$ cat src/rtl/core/xtl_pkg.sv
`default_nettype none

package xtl_pkg;

    // Counter widths of the token record.
    localparam int OFFSET_BITS = 24;
    localparam int LINE_BITS   = 20;
    localparam int COLUMN_BITS = 16;

    // Characters that steer the lexer.
    localparam logic [7:0] CHAR_LT    = 8'h3C;
    localparam logic [7:0] CHAR_GT    = 8'h3E;
    localparam logic [7:0] CHAR_QUOTE = 8'h22;
    localparam logic [7:0] CHAR_LF    = 8'h0A;
    localparam logic [7:0] CHAR_TAB   = 8'h09;
    localparam logic [7:0] CHAR_CR    = 8'h0D;
    localparam logic [7:0] CHAR_SLASH = 8'h2F;
    localparam logic [7:0] CHAR_SPACE = 8'h20;

    // Token kinds.
    typedef enum logic [1:0] {
        KIND_ELEMENT   = 2'd0,
        KIND_TEXT      = 2'd1,
        KIND_ATTRIBUTE = 2'd2
    } t_token_kind;

    // One input transaction.
    typedef struct packed {
        logic [7:0] text_byte;
        logic       end_of_text;
    } t_in_item;

    // One token record.
    typedef struct packed {
        t_token_kind              token_kind;
        logic [LINE_BITS-1:0]     line_number;
        logic [COLUMN_BITS-1:0]   column_number;
        logic [OFFSET_BITS-1:0]   start_offset;
        logic                     has_label;
        logic                     is_final;
    } t_out_item;

    // Character classes of one byte.
    typedef struct packed {
        logic is_lt;
        logic is_gt;
        logic is_quote;
        logic is_newline;
        logic is_blank;
        logic is_separator;
    } t_char_class;

endpackage

`default_nettype wire

$ cat src/rtl/core/xtl_char_class.sv
`default_nettype none

module xtl_char_class (
    input  wire logic [7:0]          i_byte,
    output xtl_pkg::t_char_class     o_class
);
    import xtl_pkg::*;

    // Decode the byte into the classes the lexer acts on.
    always_comb begin
        o_class.is_lt        = (i_byte == CHAR_LT);
        o_class.is_gt        = (i_byte == CHAR_GT);
        o_class.is_quote     = (i_byte == CHAR_QUOTE);
        o_class.is_newline   = (i_byte == CHAR_LF);
        o_class.is_blank     = (i_byte == CHAR_SPACE) || (i_byte == CHAR_TAB);
        o_class.is_separator = (i_byte == CHAR_SPACE) || (i_byte == CHAR_TAB) ||
                               (i_byte == CHAR_CR) || (i_byte == CHAR_SLASH);
    end

endmodule

`default_nettype wire

$ cat src/rtl/core/xml_token_start_lexer.sv
// XML token start lexer.
// The input channel (i_in_valid / o_in_ready / i_in_data) carries one byte of
// XML text per transaction, or an end marker that carries no byte. The output
// channel (o_out_valid / i_out_ready / o_out_data) carries one token record
// for each byte that opens a label, and one final record for each end marker.
// Bytes that open no label give no output transaction.
// Every transaction is decided in the cycle it is accepted; its record sits in
// the output register from the next cycle on, and the block takes one byte per
// cycle whenever the output register is empty or is being drained in the same
// cycle.
// When the receiver stalls with a record waiting, o_in_ready drops and the
// lexer state holds until the record is taken.
// Reset puts the lexer at line 1, column 1, offset 0, outside any tag, and
// empties the output register. An end marker returns the lexer to that same
// state after its final record.
`default_nettype none

module xml_token_start_lexer (
    input  wire logic               i_clk,
    input  wire logic               i_rst_n,
    input  wire logic               i_in_valid,
    output logic                    o_in_ready,
    input  wire xtl_pkg::t_in_item  i_in_data,
    output logic                    o_out_valid,
    input  wire logic               i_out_ready,
    output xtl_pkg::t_out_item      o_out_data
);
    import xtl_pkg::*;

    // Lexer state.
    logic                   r_inside_tag,   n_inside_tag;
    logic                   r_inside_quote, n_inside_quote;
    t_token_kind            r_kind,         n_kind;
    logic                   r_label_open,   n_label_open;
    logic [OFFSET_BITS-1:0] r_label_offset, n_label_offset;
    logic [LINE_BITS-1:0]   r_line,         n_line;
    logic [COLUMN_BITS-1:0] r_column,       n_column;
    logic                   r_skip_blanks,  n_skip_blanks;
    logic [OFFSET_BITS-1:0] r_position,     n_position;

    // Output register.
    logic                   r_out_valid, n_out_valid;
    t_out_item              r_out_data,  n_out_data;

    logic                   in_accept;
    logic                   emit;
    logic [COLUMN_BITS-1:0] column_bumped;
    t_char_class            char_class;

    xtl_char_class u_char_class (
        .i_byte  (i_in_data.text_byte),
        .o_class (char_class)
    );

    assign o_in_ready  = !r_out_valid || i_out_ready;
    assign in_accept   = i_in_valid && o_in_ready;
    assign o_out_valid = r_out_valid;
    assign o_out_data  = r_out_data;

    assign column_bumped = (&r_column) ? r_column : r_column + 1'b1;

    // Next state and token record for the accepted transaction.
    always_comb begin
        n_inside_tag   = r_inside_tag;
        n_inside_quote = r_inside_quote;
        n_kind         = r_kind;
        n_label_open   = r_label_open;
        n_label_offset = r_label_offset;
        n_line         = r_line;
        n_column       = r_column;
        n_skip_blanks  = r_skip_blanks;
        n_position     = r_position;
        emit           = 1'b0;

        n_out_data.token_kind    = r_kind;
        n_out_data.line_number   = r_line;
        n_out_data.column_number = r_column;
        n_out_data.start_offset  = r_position;
        n_out_data.has_label     = 1'b1;
        n_out_data.is_final      = 1'b0;

        if (in_accept) begin
            if (i_in_data.end_of_text) begin
                // Final token, then back to the reset state.
                emit                    = 1'b1;
                n_out_data.start_offset = r_label_open ? r_label_offset : '0;
                n_out_data.has_label    = r_label_open;
                n_out_data.is_final     = 1'b1;
                n_inside_tag            = 1'b0;
                n_inside_quote          = 1'b0;
                n_kind                  = KIND_ELEMENT;
                n_label_open            = 1'b0;
                n_label_offset          = '0;
                n_line                  = LINE_BITS'(1);
                n_column                = COLUMN_BITS'(1);
                n_skip_blanks           = 1'b0;
                n_position              = '0;
            end else begin
                n_position = r_position + 1'b1;
                if (!(r_skip_blanks && char_class.is_blank)) begin
                    n_skip_blanks = 1'b0;
                    if (char_class.is_lt) begin
                        n_kind       = KIND_ELEMENT;
                        n_inside_tag = 1'b1;
                        n_label_open = 1'b0;
                        n_column     = column_bumped;
                    end else if (char_class.is_gt) begin
                        n_kind       = KIND_TEXT;
                        n_inside_tag = 1'b0;
                        n_label_open = 1'b0;
                        n_column     = column_bumped;
                    end else if (r_inside_tag && !r_inside_quote &&
                                 char_class.is_separator) begin
                        n_kind       = KIND_ATTRIBUTE;
                        n_label_open = 1'b0;
                        n_column     = column_bumped;
                    end else if (char_class.is_quote) begin
                        n_inside_quote = !r_inside_quote;
                        n_label_open   = 1'b0;
                        n_column       = column_bumped;
                    end else if (char_class.is_newline) begin
                        n_line        = (&r_line) ? r_line : r_line + 1'b1;
                        n_column      = COLUMN_BITS'(1);
                        n_label_open  = 1'b0;
                        n_skip_blanks = 1'b1;
                    end else begin
                        // A label character: the first one opens the label.
                        if (!r_label_open) begin
                            emit           = 1'b1;
                            n_label_open   = 1'b1;
                            n_label_offset = r_position;
                        end
                        n_column = column_bumped;
                    end
                end
            end
        end

        // The output register fills on a token and drains on a handshake.
        if (emit) begin
            n_out_valid = 1'b1;
        end else if (i_out_ready) begin
            n_out_valid = 1'b0;
        end else begin
            n_out_valid = r_out_valid;
        end
    end

    // Control state and counters.
    always_ff @(posedge i_clk) begin
        if (!i_rst_n) begin
            r_inside_tag   <= 1'b0;
            r_inside_quote <= 1'b0;
            r_kind         <= KIND_ELEMENT;
            r_label_open   <= 1'b0;
            r_label_offset <= '0;
            r_line         <= LINE_BITS'(1);
            r_column       <= COLUMN_BITS'(1);
            r_skip_blanks  <= 1'b0;
            r_position     <= '0;
            r_out_valid    <= 1'b0;
        end else begin
            r_inside_tag   <= n_inside_tag;
            r_inside_quote <= n_inside_quote;
            r_kind         <= n_kind;
            r_label_open   <= n_label_open;
            r_label_offset <= n_label_offset;
            r_line         <= n_line;
            r_column       <= n_column;
            r_skip_blanks  <= n_skip_blanks;
            r_position     <= n_position;
            r_out_valid    <= n_out_valid;
        end
    end

    // Token payload.
    always_ff @(posedge i_clk) begin
        if (emit) begin
            r_out_data <= n_out_data;
        end
    end

endmodule

`default_nettype wire

$ cat config.mk
export PLATFORM = sky130hd
export DESIGN_NAME = xml_token_start_lexer
export DESIGN_NICKNAME = d
export VERILOG_FILES = /design/src/rtl/core/xtl_pkg.sv /design/src/rtl/core/xtl_char_class.sv /design/src/rtl/core/xml_token_start_lexer.sv
export SDC_FILE = /design/constraint.sdc
export NUM_CORES = 1
export LEC_CHECK = 0
export ABC_AREA = 0
export ABC_CLOCK_PERIOD_IN_PS = 14600
export BUFFER_PORTS_ARGS = -buffer_cell sky130_fd_sc_hd__buf_2
export CAP_MARGIN = 30
export CORE_ASPECT_RATIO = 0.75
export CORE_MARGIN = 1.5
export CORE_UTILIZATION = 47
export CTS_CLUSTER_DIAMETER = 80
export DETAILED_ROUTE_END_ITERATION = 8
export PLACE_DENSITY_LB_ADDON = 0.15
export SLEW_MARGIN = 20
export SYNTH_ARGS = -nofsm -noshare
export SYNTH_HDL_FRONTEND = slang
export SYNTH_HIERARCHICAL = 1
export SYNTH_SLANG_ARGS = --single-unit
$ cat constraint.sdc
create_clock -name i_clk -period 14.6 [get_ports i_clk]
set_clock_uncertainty 0.05 [all_clocks]
set_input_delay 2.19 -clock i_clk [delete_from_list [all_inputs] [get_ports i_clk]]
set_output_delay 2.19 -clock i_clk [all_outputs]
set_load 0.01 [all_outputs]
==> flow_summary.ini, run 1 <==
[sta]
fin_tns_setup_ps = 0
fmax_mhz = 195
slew_viol_final = 0
tightest_slew_ps = 959
finalSetupViolations = 0
hold_viol = 0
rsz0062_at_grt = false
period_minus_slack_ps = 5120
post-route-period-util = 0.351
slew-limit-headroom = 0.360

[clocking]
clk_latency_ps = 420
max-clock-path-buffers = 2
cts_resized = 0
cts_tree = yes
cts_buffers = 17
post_cts_buffers = 0
cts-root-buf = clkbuf_16
cts_hold_buf = 0
clock-sinks = 155
cts.htree.levels = 4
cts.clk_slew.worst_paths_ps = 60

[global_route]
antenna_found_initial = 0
grt_pass1_vias = 4820
grt_max_degree = 51
track_usage = 0.208
grt_pass1_wl_um = 24500
grt_overflow = 0

[logic_synthesis]
postSynthCellCount = 684
synth_edf_count = 64
syn-mean-instance-area_sq_um = 9.84
synth_area_leaders = edfxtp_1 (29%), dfxtp_1 (27%), nand2_1 (4.5%)
ys_warn_count = 6
synth-seq-cells = 155
syn_nets = 700
ys_seq_area_frac = 0.556
synthArstFlopShare = 0
post_synth_num_cell_types = 59
synth_ff_type = dfxtp_1
yosysTopAreaCellShare = 0.285
synth_top_cell_by_area = edfxtp_1
syn_area_sq_um = 6730

[worst_setup_path]
worstPathRequired_ps = 14900
r2r_cells = 7
crit_arrival_ps = 5410
reg2reg_slack_ps = 11990
cp_slowest_cell = or4b_1
crit_path_frequent_cell = or4b_4
critPathCaptureType = register
cp-start-kind = input port
cp_cell_sequence = buf_2 > or3_4 > or4b_4 > nor3b_2 > or4b_4 > o21a_4 > or4b_1 > or4_1 > a21oi_1
crit_fanout = 8
critPathMaxStageDelay_ps = 630
path_class = input port to register

[power_and_ir_drop]
p_switching_w = 0.000213
p_clk_frac = 0.457
pwr-share-seq = 0.483
p_leak_nw = 2.77
internal_power_w = 0.000753
cellPowerDensity_nw_per_um2 = 122
swShare = 0.220
p_comb_frac = 0.059
irDropWorstVdd_mv = 0.0844
p_total_w = 0.000966

[worst_hold_path]
holdPathStages = 0
hold_class = register to register

[drt]
detail-route-antenna-nets = 0
via_count = 5339
wl_per_cell_um = 15.9
drc = 0
drt_iter0_markers = 459
drt_pass1_iterations = 4
vias_per_cell = 5.69
wirelength_um = 15000

[placed_design]
port_buffers = 78
placed_area_sq_um = 7300
place_hpwl_um = 9510
gp_congestion = 0.827

[floorplan]
pin_count = 79
fp.coreArea_sq_um = 13800
die_x_um = 141
dieArea_sq_um = 15100
die_y_um = 107
rows = 37
start_util = 0.486

[final_layout]
multi_input_area_sq_um = 2800
area_growth_pct = 17.2
design_area_sq_um = 7890
diodes = 0
fillers = 1164
finalNetCount = 767
fin_util = 0.570
seq_area_sq_um = 3740
mostFrequentLayoutCells = dfxtp_1 (91), nand2_1 (81), buf_2 (78)
final_common_cell = dfxtp_1
drive_gt1_frac = 0.165

[flow_run]
cap_violations = 0

[run_status]
status = finished clean
## area by class of cell
class | instances | share of cell area
Multi-Input combinational cell | 474 | 0.355
Clock buffer | 26 | 0.0688
Clock inverter | 6 | 0.00682
Sequential cell | 155 | 0.474
Timing Repair Buffer | 86 | 0.0596
Tap cell | 175 | 0.0277
Inverter | 17 | 0.00808
## registers in the layout, indices dropped and copies added (netlist names)
signal and count:
r_position 24, r_inside_quote 1, r_skip_blanks 1, o_out_valid 1, r_column 16, r_label_offset 24, r_kind 2, r_label_open 1
o_out_data 64, r_inside_tag 1, r_line 20
## critical path, delay by kind of cell
family                 cells  cell delay, ps
buffers and inverters      1             100
AND/OR/NAND/NOR            6            2710
AO/OA/AOI/OAI              2             400
## power by group through the flow
stage               sequential [W]  clock (W)  combinational, W
floorplan                 0.000482          0         0.0000285
global placement          0.000476          0         0.0000553
detailed placement        0.000476          0         0.0000576
CTS                       0.000467   0.000449         0.0000577
global route              0.000468   0.000467         0.0000628
finish                    0.000467   0.000442         0.0000574
## per-stage QoR
step,cells,worst slack (ps),hold WS [ps]
after global placement,906,9110,367
after CTS,939,9510,385
after detailed placement,907,9070,371
after floorplan,684,8490,352
final,939,9480,381
after global routing,939,9390,402
## logic make-up after synthesis
family,Yosys count,synth area share
AOI/OAI and AO/OA,130,0.122
xor gates and xnor gates,23,0.0299
and+or+nand+nor,297,0.224
buffers and inverters,55,0.0308
DFF,155,0.556
muxes,21,0.0312
adders and majority gates,3,0.00557
## worst paths after layout
kind | start | to
max | i_in_data[5] | r_line[19]
min | r_kind[0] | o_out_data[62]
max reg2reg | r_inside_quote | r_label_offset[21]
min reg2reg | r_kind[0] | o_out_data[62]
## synthesized netlist by cell type, types with 2 or more instances
master     number
o31ai_1         6
nor2b_1        21
clkbuf_1       33
nor3_1         19
nand3b_1        4
dfxtp_1        91
ha_1            3
nor2_1         67
buf_1           4
edfxtp_1       64
nand3_1        20
or4_1           8
a32o_1          2
nand2b_1        4
a211o_1         2
nor4_1         11
and2_1          6
a31oi_1         4
or3_1          17
xnor2_1        22
o211ai_1        3
nand2_1        81
a31o_2          2
nand4_1        14
and4_1          7
o2bb2ai_1       2
inv_1          17
and3_1          8
o21ai_0        50
a21oi_1        35
mux2i_1        21
a32oi_1         2
o41a_1          6
a22oi_1         2
or4b_4          2
## metal layers
layer / vias up / GRT usage / share of wire
met5: - / 0 / 0
li1: 2627 / - / -
met1: 2542 / 0.287 / 0.49
met2: 155 / 0.312 / 0.44
met4: 0 / 0.0759 / 0.012
met3: 15 / 0.0594 / 0.054
No activity file was read; power rests on OpenSTA's default activity.
==> inputs of run 2 (changes only) <==
--- a/config.mk
+++ b/config.mk
@@ -5,8 +5,8 @@
 export SDC_FILE = /design/constraint.sdc
 export NUM_CORES = 1
 export LEC_CHECK = 0
-export ABC_AREA = 0
-export ABC_CLOCK_PERIOD_IN_PS = 14600
+export ABC_AREA = 1
+export ABC_CLOCK_PERIOD_IN_PS = 5150
 export BUFFER_PORTS_ARGS = -buffer_cell sky130_fd_sc_hd__buf_2
 export CAP_MARGIN = 30
 export CORE_ASPECT_RATIO = 0.75
==> constraint.sdc (replaced) <==
create_clock -name i_clk -period 5.15 [get_ports i_clk]
set_clock_uncertainty 0.05 [all_clocks]
set_input_delay 0.7725 -clock i_clk [delete_from_list [all_inputs] [get_ports i_clk]]
set_output_delay 0.7725 -clock i_clk [all_outputs]
set_load 0.01 [all_outputs]
==> flow_summary.ini, run 2 <==
[logic_synthesis]
synthArstFlopShare = 0
postSynthCellCount = 886
synth_most_common_cell = nand2_1
synth-seq-cells = 155
yosys-top-cells-count = nand2_1 (236), nor2_1 (103), dfxtp_1 (91)
yosysTopAreaCellShare = 0.272
post_synth_num_cell_types = 36
syn_area_sq_um = 7060
synth_edf_count = 64
synth_top_cell_by_area = edfxtp_1
ys_warn_count = 6
ys_seq_area_frac = 0.530
syn-mean-instance-area_sq_um = 7.97
synth_area_leaders = edfxtp_1 (27%), dfxtp_1 (26%), nand2_1 (13%)
syn_nets = 902
synth_ff_type = dfxtp_1

[drt]
vias_per_cell = 5.11
drt_iter0_markers = 493
drc = 0
drt_pass1_iterations = 5
wl_per_cell_um = 14.1
wirelength_um = 16500
via_count = 5997
detail-route-antenna-nets = 0

[clocking]
clk_latency_ps = 420
cts_tree = yes
cts_buffers = 17
post_cts_buffers = 0
cts_resized = 0
cts-root-buf = clkbuf_16
clock-sinks = 155
cts_hold_buf = 0
max-clock-path-buffers = 2
cts.clk_slew.worst_paths_ps = 60
cts.htree.levels = 4

[power_and_ir_drop]
irDropWorstVdd_mv = 0.259
p_leak_nw = 3.12
p_clk_frac = 0.460
cellPowerDensity_nw_per_um2 = 350
p_comb_frac = 0.073
pwr-share-seq = 0.467
internal_power_w = 0.00221
swShare = 0.236
p_switching_w = 0.000681

[final_layout]
final_common_cell = nand2_1
drive_gt1_frac = 0.142
area_growth_pct = 16.8
diodes = 0
design_area_sq_um = 8250
finalNetCount = 976
largest_reg_flops = 64
mostFrequentLayoutCells = nand2_1 (236), nor2_1 (103), dfxtp_1 (91)

[global_route]
grt_overflow = 0
antenna_found_initial = 0
grt_pass1_vias = 5124
grt_pass1_wl_um = 26600
grt_max_degree = 42
track_usage = 0.218

[sta]
fin_tns_setup_ps = 0
slew-limit-headroom = 0.368
tightest_slew_ps = 945
finalSetupViolations = 0
hold_viol = 0
fmax_mhz = 339
period_minus_slack_ps = 2950
rsz0062_at_grt = false
post-route-period-util = 0.573
slew_viol_final = 0

[worst_hold_path]
hp-start = r_kind[0]
whs_endpoint = o_out_data[62]
holdPathStages = 0
hold_class = register to register

[worst_setup_path]
crit_fanout = 28
crit_buf_inv = 4
r2r_cells = 11
cp_slowest_cell = clkinv_2
crit_arrival_ps = 3190
reg2reg_slack_ps = 2520
r2r-end = r_label_offset[7]
critPathMaxStageDelay_ps = 390
critPathCaptureType = register
path_class = input port to register
worstPathRequired_ps = 5390
crit_path_frequent_cell = nand3_1
cp-start-kind = input port
cp_top_family = buffers and inverters
r2r-start = o_out_valid
cp_cell_sequence = buf_2 > nor2_2 > nand3_1 > nor2_1 > nor2_1 > nand2_1 > nand3_1 > nand3_1 > o21ai_0 > nand2_2 > buf_4 > clkinv_2 > buf_4 > nand3_1 > a21oi_1

[run_status]
status = finished clean

[floorplan]
die_y_um = 109
die_x_um = 145
rows = 38
dieArea_sq_um = 15800
start_util = 0.484
pin_count = 79
fp.coreArea_sq_um = 14600

[placed_design]
gp_congestion = 0.921
port_buffers = 78
placed_area_sq_um = 7610
place_hpwl_um = 10700

[flow_run]
cap_violations = 0
run 2: cells by family (layout without fill, tap and decap cells):
| family | count (synthesis) | after routing | synth area share |
|---|---|---|---|
| buffers and inverters | 105 | 192 | 0.0609 |
| AO/OA/AOI/OAI | 135 | 135 | 0.100 |
| adder cells (fa/ha/maj) | 3 | 3 | 0.00531 |
| flip-flops | 155 | 155 | 0.530 |
| XOR/XNOR | 15 | 15 | 0.0186 |
| AND/OR/NAND/NOR | 473 | 473 | 0.285 |
run 2: worst reg2reg max path, delay by kind of cell, from the launching register on:
kind,cells,cell delay [ps]
simple gates,5,550
flops,1,410
buf+inv,4,1320
compound gates,2,170
run 2: final cells by class:
cell class | count | area, sq um
multi-input cells | 626 | 2890
clock buffers | 19 | 433
repair buffers | 88 | 469
clock inverters | 13 | 193
fillers | 1351 | 6350
inverters | 72 | 272
flip-flops and latches | 155 | 3740
well taps | 200 | 250
run 2: metal layers:
metal	up-vias	track usage	part of all wire
met5	-	0	0
met3	14	0.0461	0.057
met4	0	0.0577	0.0090
li1	3084	-	-
met1	2735	0.334	0.52
met2	164	0.309	0.41
run 2: power by group through the flow:
stage	registers, W	clock network (W)	logic, W
6_report	0.00135	0.00133	0.000210
4_1_cts	0.00135	0.00134	0.000210
3_5_place_dp	0.00138	0	0.000208
5_1_grt	0.00135	0.00139	0.000232
2_1_floorplan	0.00140	0	0.000107
3_3_place_gp	0.00138	0	0.000207
run 2: worst max path at each step:
stage	cells after the start	slack, ps	start	to
2_1_floorplan	12	2540	i_in_data[6]	o_out_data[0]
3_3_place_gp	15	1830	i_in_data[8]	r_label_offset[11]
3_5_place_dp	15	1770	i_in_data[8]	r_label_offset[12]
4_1_cts	15	2210	i_in_data[8]	r_label_offset[7]
5_1_grt	15	1890	i_in_data[8]	r_label_offset[7]
6_report	15	2200	i_in_data[8]	r_label_offset[7]
run 2: per-stage QoR:
stage,hold slack [ps],instances,util,setup WS [ps],total power (W)
global route,406,1173,0.565,1890,0.00298
detailed placement,366,1140,0.522,1770,0.00158
floorplan,353,886,-,2540,0.00150
CTS,382,1172,0.564,2210,0.00290
global placement,363,1140,0.522,1830,0.00158
finish,386,1173,0.565,2200,0.00289
